==> config.mk <==
export PLATFORM = sky130hd
export DESIGN_NAME = dual_quadrature_odometer_top
export DESIGN_NICKNAME = d
export VERILOG_FILES = /design/src/dqo_pkg.sv /design/src/dqo_ctrl.sv /design/src/dqo_datapath.sv /design/src/dual_quadrature_odometer_top.sv
export SDC_FILE = /design/constraint.sdc
export NUM_CORES = 2
export LEC_CHECK = 0
export ABC_AREA = 1
export ABC_CLOCK_PERIOD_IN_PS = 12600
export BUFFER_PORTS_ARGS = -buffer_cell sky130_fd_sc_hd__buf_2
export CAP_MARGIN = 40
export CELL_PAD_IN_SITES_DETAIL_PLACEMENT = 0
export CELL_PAD_IN_SITES_GLOBAL_PLACEMENT = 1
export CORE_MARGIN = 2
export CORE_UTILIZATION = 37
export CTS_BUF_LIST = sky130_fd_sc_hd__clkbuf_4 sky130_fd_sc_hd__clkbuf_8
export CTS_CLUSTER_DIAMETER = 100
export CTS_CLUSTER_SIZE = 10
export DETAILED_ROUTE_END_ITERATION = 7
export PLACE_DENSITY = 0.76
export SLEW_MARGIN = 20
export SYNTH_ARGS = -nofsm -noshare
export SYNTH_HDL_FRONTEND = slang
export SYNTH_SLANG_ARGS = --single-unit
==> constraint.sdc <==
create_clock -name clk -period 12.6 [get_ports clk]
set_clock_uncertainty 0.05 [all_clocks]
set_input_delay 1.89 -clock clk [delete_from_list [all_inputs] [get_ports clk]]
set_output_delay 1.89 -clock clk [all_outputs]
set_load 0.005 [all_outputs]
==> src/dqo_pkg.sv <==
// Shared types, constants and helper functions for the dual quadrature odometer.
// Used by the controller, the datapath, the top level and the port checker.
// No dependencies.
`default_nettype none

package dqo_pkg;

	// field widths
	localparam int CNT_W     = 32;   // position / window counters, speed results
	localparam int DIST_W    = 48;   // distance results
	localparam int CFG_W     = 16;   // wide configuration registers and period
	localparam int CFG_IDX_W = 3;    // configuration register index
	localparam int MS_W      = 10;   // width of the ms-per-second factor
	localparam int CIRCK_W   = CFG_W + MS_W;   // circumference times 1000
	localparam int DEN_W     = 2 * CFG_W;      // counts_per_rev times period
	localparam int NUM_W     = CNT_W + CIRCK_W; // widest dividend magnitude
	localparam int DCNT_W    = $clog2(NUM_W);  // divider step counter

	localparam logic [MS_W-1:0] MS_PER_S = MS_W'(1000);

	// configuration reset values
	localparam logic [CFG_W-1:0] CPR_RST  = CFG_W'(1320);
	localparam logic [CFG_W-1:0] CIRC_RST = CFG_W'(5228);
	localparam logic [CFG_W-1:0] DPER_RST = CFG_W'(10);

	// configuration register indexes
	localparam logic [CFG_IDX_W-1:0] CFG_CPR   = CFG_IDX_W'(0);
	localparam logic [CFG_IDX_W-1:0] CFG_CIRC  = CFG_IDX_W'(1);
	localparam logic [CFG_IDX_W-1:0] CFG_LREV  = CFG_IDX_W'(2);
	localparam logic [CFG_IDX_W-1:0] CFG_RREV  = CFG_IDX_W'(3);
	localparam logic [CFG_IDX_W-1:0] CFG_DPER  = CFG_IDX_W'(4);

	// action codes
	localparam logic [1:0] ACT_UPDATE = 2'd0;
	localparam logic [1:0] ACT_SAMPLE = 2'd1;
	localparam logic [1:0] ACT_CLEAR  = 2'd2;

	typedef enum logic [1:0] {
		STEP_NONE = 2'b00,
		STEP_UP   = 2'b01,
		STEP_DN   = 2'b10
	} step_t;

	// the four divisions of one sample, in the order they run
	typedef enum logic [1:0] {
		OP_LSPD = 2'd0,
		OP_RSPD = 2'd1,
		OP_LDST = 2'd2,
		OP_RDST = 2'd3
	} op_t;

	typedef enum logic [5:0] {
		S_IDLE  = 6'b000001,
		S_PREP  = 6'b000010,
		S_LOAD  = 6'b000100,
		S_DIV   = 6'b001000,
		S_STORE = 6'b010000,
		S_FIN   = 6'b100000
	} state_t;

	typedef struct packed {
		logic upd;     // pin update transfer
		logic clr;     // clear transfer
		logic snap;    // sample transfer: capture and zero windows
		logic prep;    // form circumference*1000 and the speed divisor
		logic load;    // multiply and load the divider
		logic step;    // one divider step
		logic store;   // sign-correct and keep the quotient
		logic fin;     // form the vehicle distance
		op_t  op;
	} dqo_cmd_t;

	typedef struct packed {
		logic div_last;  // divider is on its final step
	} dqo_stat_t;

	// x4 decode: index is {previous phase, new phase}, phase is {A, B}
	function automatic step_t step_decode(input logic [3:0] idx);
		step_t s;
		unique case (idx) inside
			4'd2, 4'd4, 4'd11, 4'd13: s = STEP_UP;
			4'd1, 4'd7, 4'd8, 4'd14:  s = STEP_DN;
			default:                  s = STEP_NONE;
		endcase
		return s;
	endfunction

	// saturating increment / decrement of a signed counter
	function automatic logic signed [CNT_W-1:0] sat_step(
		input logic signed [CNT_W-1:0] v,
		input logic                    up,
		input logic                    dn
	);
		logic signed [CNT_W-1:0] r;
		r = v;
		if (up && (v != {1'b0, {(CNT_W-1){1'b1}}}))
			r = v + CNT_W'(1);
		else if (dn && (v != {1'b1, {(CNT_W-1){1'b0}}}))
			r = v - CNT_W'(1);
		return r;
	endfunction

	function automatic logic [CNT_W-1:0] mag32(input logic signed [CNT_W-1:0] v);
		return v[CNT_W-1] ? (~v + CNT_W'(1)) : v;
	endfunction

endpackage

`default_nettype wire

==> src/dqo_ctrl.sv <==
// Controller: accepts items, sequences the four divisions of a sample and
// owns the result handshake. Depends on dqo_pkg.
`default_nettype none

module dqo_ctrl (
	input  wire logic                 clk,
	input  wire logic                 arst_n,
	input  wire logic                 in_valid,
	output logic                      in_stall,
	input  wire logic [1:0]           action,
	output logic                      out_valid,
	input  wire logic                 out_stall,
	output dqo_pkg::dqo_cmd_t         cmd,
	input  wire dqo_pkg::dqo_stat_t   stat
);

	dqo_pkg::state_t state_q;
	dqo_pkg::op_t    op_q;
	logic            out_valid_q;
	logic            acc;

	// a sample waits while the previous result is still unread
	assign in_stall = (state_q != dqo_pkg::S_IDLE) ||
	                  (out_valid_q && (action == dqo_pkg::ACT_SAMPLE));
	assign acc = in_valid && !in_stall;

	always_comb begin
		cmd       = '0;
		cmd.upd   = acc && (action == dqo_pkg::ACT_UPDATE);
		cmd.clr   = acc && (action == dqo_pkg::ACT_CLEAR);
		cmd.snap  = acc && (action == dqo_pkg::ACT_SAMPLE);
		cmd.prep  = (state_q == dqo_pkg::S_PREP);
		cmd.load  = (state_q == dqo_pkg::S_LOAD);
		cmd.step  = (state_q == dqo_pkg::S_DIV);
		cmd.store = (state_q == dqo_pkg::S_STORE);
		cmd.fin   = (state_q == dqo_pkg::S_FIN);
		cmd.op    = op_q;
	end

	always_ff @(posedge clk or negedge arst_n) begin
		if (!arst_n) begin
			state_q     <= dqo_pkg::S_IDLE;
			op_q        <= dqo_pkg::OP_LSPD;
			out_valid_q <= 1'b0;
		end else begin
			if (out_valid_q && !out_stall)
				out_valid_q <= 1'b0;
			unique case (state_q)
				dqo_pkg::S_IDLE: begin
					if (cmd.snap) begin
						state_q <= dqo_pkg::S_PREP;
						op_q    <= dqo_pkg::OP_LSPD;
					end
				end
				dqo_pkg::S_PREP:  state_q <= dqo_pkg::S_LOAD;
				dqo_pkg::S_LOAD:  state_q <= dqo_pkg::S_DIV;
				dqo_pkg::S_DIV: begin
					if (stat.div_last)
						state_q <= dqo_pkg::S_STORE;
				end
				dqo_pkg::S_STORE: begin
					if (op_q == dqo_pkg::OP_RDST) begin
						state_q <= dqo_pkg::S_FIN;
					end else begin
						op_q    <= dqo_pkg::op_t'(op_q + 2'd1);
						state_q <= dqo_pkg::S_LOAD;
					end
				end
				dqo_pkg::S_FIN: begin
					state_q     <= dqo_pkg::S_IDLE;
					out_valid_q <= 1'b1;
				end
				default: state_q <= dqo_pkg::S_IDLE;
			endcase
		end
	end

	assign out_valid = out_valid_q;

endmodule

`default_nettype wire

==> src/dqo_datapath.sv <==
// Datapath: configuration registers, x4 decoders with saturating counters,
// sample snapshot, shared multiplier and a restoring bit-serial divider.
// Depends on dqo_pkg; driven by dqo_ctrl commands.
`default_nettype none

module dqo_datapath (
	input  wire logic                                  clk,
	input  wire logic                                  arst_n,
	input  wire dqo_pkg::dqo_cmd_t                     cmd,
	output dqo_pkg::dqo_stat_t                         stat,
	input  wire logic                                  cfg_we,
	input  wire logic [dqo_pkg::CFG_IDX_W-1:0]         cfg_index,
	input  wire logic [dqo_pkg::CFG_W-1:0]             cfg_data,
	input  wire logic                                  left_a,
	input  wire logic                                  left_b,
	input  wire logic                                  right_a,
	input  wire logic                                  right_b,
	input  wire logic [dqo_pkg::CFG_W-1:0]             period_ms,
	output logic signed [dqo_pkg::CNT_W-1:0]           left_pos,
	output logic signed [dqo_pkg::CNT_W-1:0]           right_pos,
	output logic signed [dqo_pkg::CNT_W-1:0]           left_delta,
	output logic signed [dqo_pkg::CNT_W-1:0]           right_delta,
	output logic signed [dqo_pkg::CNT_W-1:0]           left_speed_q8,
	output logic signed [dqo_pkg::CNT_W-1:0]           right_speed_q8,
	output logic signed [dqo_pkg::DIST_W-1:0]          left_dist_q8,
	output logic signed [dqo_pkg::DIST_W-1:0]          right_dist_q8,
	output logic signed [dqo_pkg::DIST_W-1:0]          vehicle_dist_q8,
	output logic [dqo_pkg::CFG_W-1:0]                  period_used,
	output logic                                       is_enabled
);

	localparam int CW  = dqo_pkg::CNT_W;
	localparam int DW  = dqo_pkg::DIST_W;
	localparam int FW  = dqo_pkg::CFG_W;
	localparam int NW  = dqo_pkg::NUM_W;
	localparam int QW  = dqo_pkg::DEN_W;

	// configuration
	logic [FW-1:0] cpr_q, circ_q, dper_q;
	logic          lrev_q, rrev_q;

	// counting state
	logic [1:0]           lph_q, rph_q;
	logic signed [CW-1:0] ltot_q, rtot_q, lwin_q, rwin_q;
	logic                 en_q;

	// sample snapshot
	logic signed [CW-1:0] ld_q, rd_q, lp_q, rp_q;
	logic [FW-1:0]        per_q;
	logic                 sen_q;

	// arithmetic
	logic [dqo_pkg::CIRCK_W-1:0] circk_q;
	logic [QW-1:0]               den_q;
	logic [NW-1:0]               num_q;
	logic [QW-1:0]               rem_q, dvs_q;
	logic                        neg_q;
	logic [dqo_pkg::DCNT_W-1:0]  dcnt_q;
	logic signed [CW-1:0]        lsp_q, rsp_q;
	logic signed [DW-1:0]        ldist_q, rdist_q, veh_q;

	logic [1:0]           lnow, rnow;
	dqo_pkg::step_t       lstep, rstep;
	logic                 lup, ldn, rup, rdn;
	logic [FW-1:0]        per_sel, cpr_eff;
	logic signed [CW-1:0] mul_v;
	logic [CW-1:0]        mul_a;
	logic [dqo_pkg::CIRCK_W-1:0] mul_b;
	logic [NW-1:0]        prod;
	logic [QW:0]          trial, diff;
	logic                 ge;
	logic signed [CW-1:0] spd_res;
	logic signed [DW-1:0] dst_res;
	logic signed [DW:0]   vsum, vadj;

	assign lnow = {left_a, left_b};
	assign rnow = {right_a, right_b};

	assign lstep = dqo_pkg::step_decode({lph_q, lnow});
	assign rstep = dqo_pkg::step_decode({rph_q, rnow});
	assign lup = lrev_q ? (lstep == dqo_pkg::STEP_DN) : (lstep == dqo_pkg::STEP_UP);
	assign ldn = lrev_q ? (lstep == dqo_pkg::STEP_UP) : (lstep == dqo_pkg::STEP_DN);
	assign rup = rrev_q ? (rstep == dqo_pkg::STEP_DN) : (rstep == dqo_pkg::STEP_UP);
	assign rdn = rrev_q ? (rstep == dqo_pkg::STEP_UP) : (rstep == dqo_pkg::STEP_DN);

	assign per_sel = (period_ms != '0) ? period_ms :
	                 (dper_q != '0)    ? dper_q    : FW'(1);
	assign cpr_eff = (cpr_q != '0) ? cpr_q : FW'(1);

	always_ff @(posedge clk or negedge arst_n) begin
		if (!arst_n) begin
			cpr_q  <= dqo_pkg::CPR_RST;
			circ_q <= dqo_pkg::CIRC_RST;
			lrev_q <= 1'b0;
			rrev_q <= 1'b0;
			dper_q <= dqo_pkg::DPER_RST;
		end else if (cfg_we) begin
			unique case (cfg_index)
				dqo_pkg::CFG_CPR:  cpr_q  <= cfg_data;
				dqo_pkg::CFG_CIRC: circ_q <= cfg_data;
				dqo_pkg::CFG_LREV: lrev_q <= cfg_data[0];
				dqo_pkg::CFG_RREV: rrev_q <= cfg_data[0];
				dqo_pkg::CFG_DPER: dper_q <= cfg_data;
				default: ;
			endcase
		end
	end

	always_ff @(posedge clk or negedge arst_n) begin
		if (!arst_n) begin
			lph_q  <= '0;
			rph_q  <= '0;
			ltot_q <= '0;
			rtot_q <= '0;
			lwin_q <= '0;
			rwin_q <= '0;
			en_q   <= 1'b0;
		end else if (cmd.clr) begin
			lph_q  <= lnow;
			rph_q  <= rnow;
			ltot_q <= '0;
			rtot_q <= '0;
			lwin_q <= '0;
			rwin_q <= '0;
			en_q   <= 1'b1;
		end else if (cmd.upd && en_q) begin
			lph_q  <= lnow;
			rph_q  <= rnow;
			ltot_q <= dqo_pkg::sat_step(ltot_q, lup, ldn);
			lwin_q <= dqo_pkg::sat_step(lwin_q, lup, ldn);
			rtot_q <= dqo_pkg::sat_step(rtot_q, rup, rdn);
			rwin_q <= dqo_pkg::sat_step(rwin_q, rup, rdn);
		end else if (cmd.snap) begin
			lwin_q <= '0;
			rwin_q <= '0;
		end
	end

	// capture on the sample transfer; held until the next sample
	always_ff @(posedge clk) begin
		if (cmd.snap) begin
			ld_q  <= lwin_q;
			rd_q  <= rwin_q;
			lp_q  <= ltot_q;
			rp_q  <= rtot_q;
			per_q <= per_sel;
			sen_q <= en_q;
		end
		if (cmd.prep) begin
			circk_q <= dqo_pkg::CIRCK_W'(circ_q) * dqo_pkg::CIRCK_W'(dqo_pkg::MS_PER_S);
			den_q   <= QW'(cpr_eff) * QW'(per_q);
		end
	end

	// shared multiplier: magnitude of the counter times the scale
	always_comb begin
		case (cmd.op)
			dqo_pkg::OP_LSPD: mul_v = ld_q;
			dqo_pkg::OP_RSPD: mul_v = rd_q;
			dqo_pkg::OP_LDST: mul_v = lp_q;
			default:          mul_v = rp_q;
		endcase
	end
	assign mul_a = dqo_pkg::mag32(mul_v);
	assign mul_b = (cmd.op == dqo_pkg::OP_LSPD || cmd.op == dqo_pkg::OP_RSPD) ?
	               circk_q : dqo_pkg::CIRCK_W'(circ_q);
	assign prod  = NW'(mul_a) * NW'(mul_b);

	// restoring division, one quotient bit per cycle
	assign trial = {rem_q, num_q[NW-1]};
	assign diff  = trial - {1'b0, dvs_q};
	assign ge    = (trial >= {1'b0, dvs_q});

	always_ff @(posedge clk or negedge arst_n) begin
		if (!arst_n) begin
			dcnt_q <= '0;
		end else if (cmd.load) begin
			dcnt_q <= '0;
		end else if (cmd.step) begin
			dcnt_q <= dcnt_q + dqo_pkg::DCNT_W'(1);
		end
	end

	assign stat.div_last = (dcnt_q == dqo_pkg::DCNT_W'(NW - 1));

	always_ff @(posedge clk) begin
		if (cmd.load) begin
			num_q <= prod;
			rem_q <= '0;
			neg_q <= mul_v[CW-1];
			dvs_q <= (cmd.op == dqo_pkg::OP_LSPD || cmd.op == dqo_pkg::OP_RSPD) ?
			         den_q : QW'(cpr_eff);
		end else if (cmd.step) begin
			num_q <= {num_q[NW-2:0], ge};
			rem_q <= ge ? diff[QW-1:0] : trial[QW-1:0];
		end
	end

	// sign-correct the quotient; speed saturates to 32 bits
	always_comb begin
		if (neg_q) begin
			if ((|num_q[NW-1:CW]) || (num_q[CW-1] && (|num_q[CW-2:0])))
				spd_res = {1'b1, {(CW-1){1'b0}}};
			else
				spd_res = ~num_q[CW-1:0] + CW'(1);
			dst_res = ~num_q[DW-1:0] + DW'(1);
		end else begin
			if (|num_q[NW-1:CW-1])
				spd_res = {1'b0, {(CW-1){1'b1}}};
			else
				spd_res = num_q[CW-1:0];
			dst_res = num_q[DW-1:0];
		end
	end

	// mean of both distances, truncated toward zero
	assign vsum = {ldist_q[DW-1], ldist_q} + {rdist_q[DW-1], rdist_q};
	assign vadj = vsum + (DW+1)'(vsum[DW]);

	always_ff @(posedge clk) begin
		if (cmd.store) begin
			case (cmd.op)
				dqo_pkg::OP_LSPD: lsp_q   <= spd_res;
				dqo_pkg::OP_RSPD: rsp_q   <= spd_res;
				dqo_pkg::OP_LDST: ldist_q <= dst_res;
				default:          rdist_q <= dst_res;
			endcase
		end
		if (cmd.fin)
			veh_q <= vadj[DW:1];
	end

	assign left_pos        = lp_q;
	assign right_pos       = rp_q;
	assign left_delta      = ld_q;
	assign right_delta     = rd_q;
	assign left_speed_q8   = lsp_q;
	assign right_speed_q8  = rsp_q;
	assign left_dist_q8    = ldist_q;
	assign right_dist_q8   = rdist_q;
	assign vehicle_dist_q8 = veh_q;
	assign period_used     = per_q;
	assign is_enabled      = sen_q;

endmodule

`default_nettype wire

==> src/dual_quadrature_odometer_top.sv <==
// Pin update and clear items may follow back to back.
// A sample item runs four 58-step divisions through one shared restoring
// divider; input stalls until its result shows. A further sample also waits
// until the previous result is read.
// Reset (arst_n low, asynchronous) restores configuration defaults, zeroes the
// counters and phases, disables counting and drops any pending result.
`default_nettype none

module dual_quadrature_odometer_top (
	input  wire logic                                  clk,
	input  wire logic                                  arst_n,
	input  wire logic                                  in_valid,
	output logic                                       in_stall,
	input  wire logic [1:0]                            action,
	input  wire logic                                  left_a,
	input  wire logic                                  left_b,
	input  wire logic                                  right_a,
	input  wire logic                                  right_b,
	input  wire logic [dqo_pkg::CFG_W-1:0]             period_ms,
	output logic                                       out_valid,
	input  wire logic                                  out_stall,
	output logic signed [dqo_pkg::CNT_W-1:0]           left_pos,
	output logic signed [dqo_pkg::CNT_W-1:0]           right_pos,
	output logic signed [dqo_pkg::CNT_W-1:0]           left_delta,
	output logic signed [dqo_pkg::CNT_W-1:0]           right_delta,
	output logic signed [dqo_pkg::CNT_W-1:0]           left_speed_q8,
	output logic signed [dqo_pkg::CNT_W-1:0]           right_speed_q8,
	output logic signed [dqo_pkg::DIST_W-1:0]          left_dist_q8,
	output logic signed [dqo_pkg::DIST_W-1:0]          right_dist_q8,
	output logic signed [dqo_pkg::DIST_W-1:0]          vehicle_dist_q8,
	output logic [dqo_pkg::CFG_W-1:0]                  period_used,
	output logic                                       is_enabled,
	input  wire logic                                  cfg_valid,
	output logic                                       cfg_ready,
	input  wire logic [dqo_pkg::CFG_IDX_W-1:0]         cfg_index,
	input  wire logic [dqo_pkg::CFG_W-1:0]             cfg_data
);

	dqo_pkg::dqo_cmd_t  cmd;
	dqo_pkg::dqo_stat_t stat;

	assign cfg_ready = 1'b1;

	dqo_ctrl u_ctrl (
		.clk       (clk),
		.arst_n    (arst_n),
		.in_valid  (in_valid),
		.in_stall  (in_stall),
		.action    (action),
		.out_valid (out_valid),
		.out_stall (out_stall),
		.cmd       (cmd),
		.stat      (stat)
	);

	dqo_datapath u_dp (
		.clk             (clk),
		.arst_n          (arst_n),
		.cmd             (cmd),
		.stat            (stat),
		.cfg_we          (cfg_valid && cfg_ready),
		.cfg_index       (cfg_index),
		.cfg_data        (cfg_data),
		.left_a          (left_a),
		.left_b          (left_b),
		.right_a         (right_a),
		.right_b         (right_b),
		.period_ms       (period_ms),
		.left_pos        (left_pos),
		.right_pos       (right_pos),
		.left_delta      (left_delta),
		.right_delta     (right_delta),
		.left_speed_q8   (left_speed_q8),
		.right_speed_q8  (right_speed_q8),
		.left_dist_q8    (left_dist_q8),
		.right_dist_q8   (right_dist_q8),
		.vehicle_dist_q8 (vehicle_dist_q8),
		.period_used     (period_used),
		.is_enabled      (is_enabled)
	);

endmodule

`default_nettype wire

==> results.cfg <==
[status]
outcome = finished clean

[cts]
cts-htree-levels = 3
clk_pin_slew_ns = 0.08
cts_root_buf = clkbuf_8
clock_sinks = 729
ctsHoldBuffers = 0
clockBufferDepth = 3
numCtsBuffers = 87
post_cts_buffers = 0
tritoncts = yes
insertion_delay_ns = 0.92
cts_resized = 0

[floorplan]
fp.dieH_um = 475
die_area_um2 = 226000
io_pins = 402
start_util = 0.373
die_x_um = 475
fp-row-count = 172
core_area_um2 = 220000

[logic_synthesis]
async_flop_share = 0.272
syn_avg_cell_area_um2 = 8.09
synth_edf_count = 499
synth_cell_type_count = 74
synthFlopType = edfxtp_1
synthCells = 10153
syn_area_um2 = 82200
ys_seq_area_frac = 0.251
yosys_warnings = 0
syn-num-nets = 11735
synth_seq_cells = 729

[min_path]
hold_depth = 2
min_from = u_dp.rem_q[31]$_SDFFE_PN0P_
hold_class = register to register

[routing]
first_pass_iters = 6
drtAntennaViolNets = 0
vias_per_cell = 5.25
drc = 0
vias = 70740
drt-initial-drc-count = 6397
wire_per_inst_um = 21.3
wirelength_mm = 288

[sta]
setup_viol = 0
fin_ws_ns = 1.43
worst_pin_slew_ns = 0.927
hold_violations = 0
fmax_ghz = 0.0895
timing.final.max_slew_violations = 0
period_share = 0.887
relSlewSlack = 0.382
timing.final.crit_period_ns = 11.17
finalSetupTns_ns = 0
rsz0062_at_grt = false

[final_layout]
drive_gt1_frac = 0.0812
mostFrequentLayoutCells = nand2_1 (2381), inv_1 (1961), nor2_1 (1002)
finalNetCount = 12034
final_area_um2 = 89500
fillCellCount = 22532
multi_input_area_um2 = 52800
fin_util = 0.407
syn_to_final_growth_pct = 8.91
layout.area.seq_um2 = 20600
layout_commonest_cell = nand2_1

[worst_setup_path]
cpMostUsedCell = fa_1
path_max_fanout = 45
cp-start-kind = register
worstSetupPathType = register to register
regToRegStartpoint = u_ctrl.op_q[0]$_DFFE_PN0P_
required_ns = 13.15
critPathSlowestCell = clkinv_1
cp-end-kind = register
ff2ff_path_depth = 30
cp.arrival_ns = 11.72
crit_path_start = u_ctrl.op_q[0]$_DFFE_PN0P_
critPathMaxStageDelay_ns = 0.88

[global_route]
grt_pass1_vias = 71468
antenna_found_initial = 20
grt_pass1_wl_mm = 438
grt_max_degree = 91
grt-ovfl-total = 0
track_usage = 0.255

[job]
drv_cap = 0

[placed_design]
placed_area_um2 = 87500
port_buffers = 400
place_congestion = 0.980
hpwl_mm = 232
pre_cts_ws_ns = 1.52
state kept, by name (all words and copies together), names as in the netlist, 48 cells and up:
register / flops
u_dp.num_q: 58
u_dp.left_dist_q8: 48
u_dp.right_dist_q8: 48
u_dp.vehicle_dist_q8: 48
layer usage:
| layer | up-vias | share of wire | track usage |
|---|---|---|---|
| met4 | 8 | 0.038 | 0.0905 |
| met2 | 2865 | 0.45 | 0.405 |
| met5 | - | 0.00022 | 0 |
| met1 | 34884 | 0.42 | 0.341 |
| li1 | 32433 | - | - |
| met3 | 550 | 0.091 | 0.0564 |
synth_stat cells, drive strengths merged, types with 5 or more instances:
| cell type | instances | share of area |
|---|---|---|
| nand2 | 2416 | 0.11 |
| inv | 1984 | 0.091 |
| nor2 | 1041 | 0.049 |
| fa | 972 | 0.24 |
| ha | 564 | 0.086 |
| edfxtp | 499 | 0.18 |
| o21ai | 459 | 0.028 |
| a21oi | 388 | 0.024 |
| nand3 | 381 | 0.024 |
| dfrtp | 185 | 0.056 |
| clkbuf | 184 | 0.0084 |
| xor2 | 151 | 0.016 |
| nand4 | 131 | 0.010 |
| buf | 115 | 0.0088 |
| nor4 | 80 | 0.0063 |
| xnor2 | 76 | 0.0081 |
| nor3 | 69 | 0.0045 |
| a31oi | 56 | 0.0043 |
| a21o | 50 | 0.0046 |
| o211ai | 33 | 0.0031 |
| dfxtp | 32 | 0.0078 |
| o22ai | 30 | 0.0035 |
| or2 | 30 | 0.0023 |
| o21bai | 29 | 0.0026 |
| a22o | 25 | 0.0027 |
| o31ai | 24 | 0.0022 |
| clkinv | 22 | 0.0010 |
| o21a | 19 | 0.0017 |
| a21boi | 18 | 0.0016 |
| nand3b | 15 | 0.0014 |
| dfstp | 13 | 0.0042 |
| a221oi | 12 | 0.0014 |
| o221ai | 8 | 0.00085 |
| and3 | 7 | 0.00053 |
| a211oi | 5 | 0.00046 |
cells by family (layout without fill, tap and decap cells):
group,Yosys count,count (layout),share of synthesized area
AND/OR/NAND/NOR,4180,4180,0.210
buffers and inverters,2305,2663,0.109
adder cells (fa/ha/maj),1536,1536,0.323
AO/OA/AOI/OAI,1171,1171,0.0826
flip-flops,729,729,0.251
XOR/XNOR,227,227,0.0242
multiplexers,4,4,0.000548
other,1,6,0.0000456
per-stage QoR:
stage / instances / hold slack (ns)
floorplan: 10153 / 0.375
CTS: 13459 / 0.419
global route: 13471 / 0.430
global placement: 13289 / 0.385
finish: 13474 / 0.417
detailed placement: 13311 / 0.407
worst max-delay path: cells and delay by family (launching register included):
family	cells	cell delay (ns)
and+or+nand+nor	13	3.61
DFF	1	0.45
adders and majority gates	9	4.16
buffers and inverters	8	2.54
cell type report:
| cell class | instances | area share |
|---|---|---|
| multi-input cells | 7119 | 0.590 |
| flip-flops and latches | 729 | 0.230 |
| inverters | 2006 | 0.0841 |
| well taps | 2958 | 0.0414 |
| repair buffers | 509 | 0.0346 |
| clock buffers | 133 | 0.0174 |
| clock inverters | 15 | 0.00264 |
| diodes | 5 | 0.000140 |
path summary, 6_finish.rpt:
check                                                   end  slack (ns)
worst max-delay path               u_dp.num_q[52]$_DFFE_PP_        1.43
worst min-delay path            u_dp.rem_q[31]$_SDFFE_PN0P_        0.42
worst max register to register     u_dp.num_q[52]$_DFFE_PP_        1.43
worst min register to register  u_dp.rem_q[31]$_SDFFE_PN0P_        0.42
max in group asynchronous       u_dp.ltot_q[27]$_DFFE_PN0P_       10.25
min in group asynchronous       u_dp.lwin_q[30]$_DFFE_PN0P_        0.92
Power is left out: the tool's default activity adds up to more than one toggle a clock period on the data nets, which glitch-free logic cannot reach.
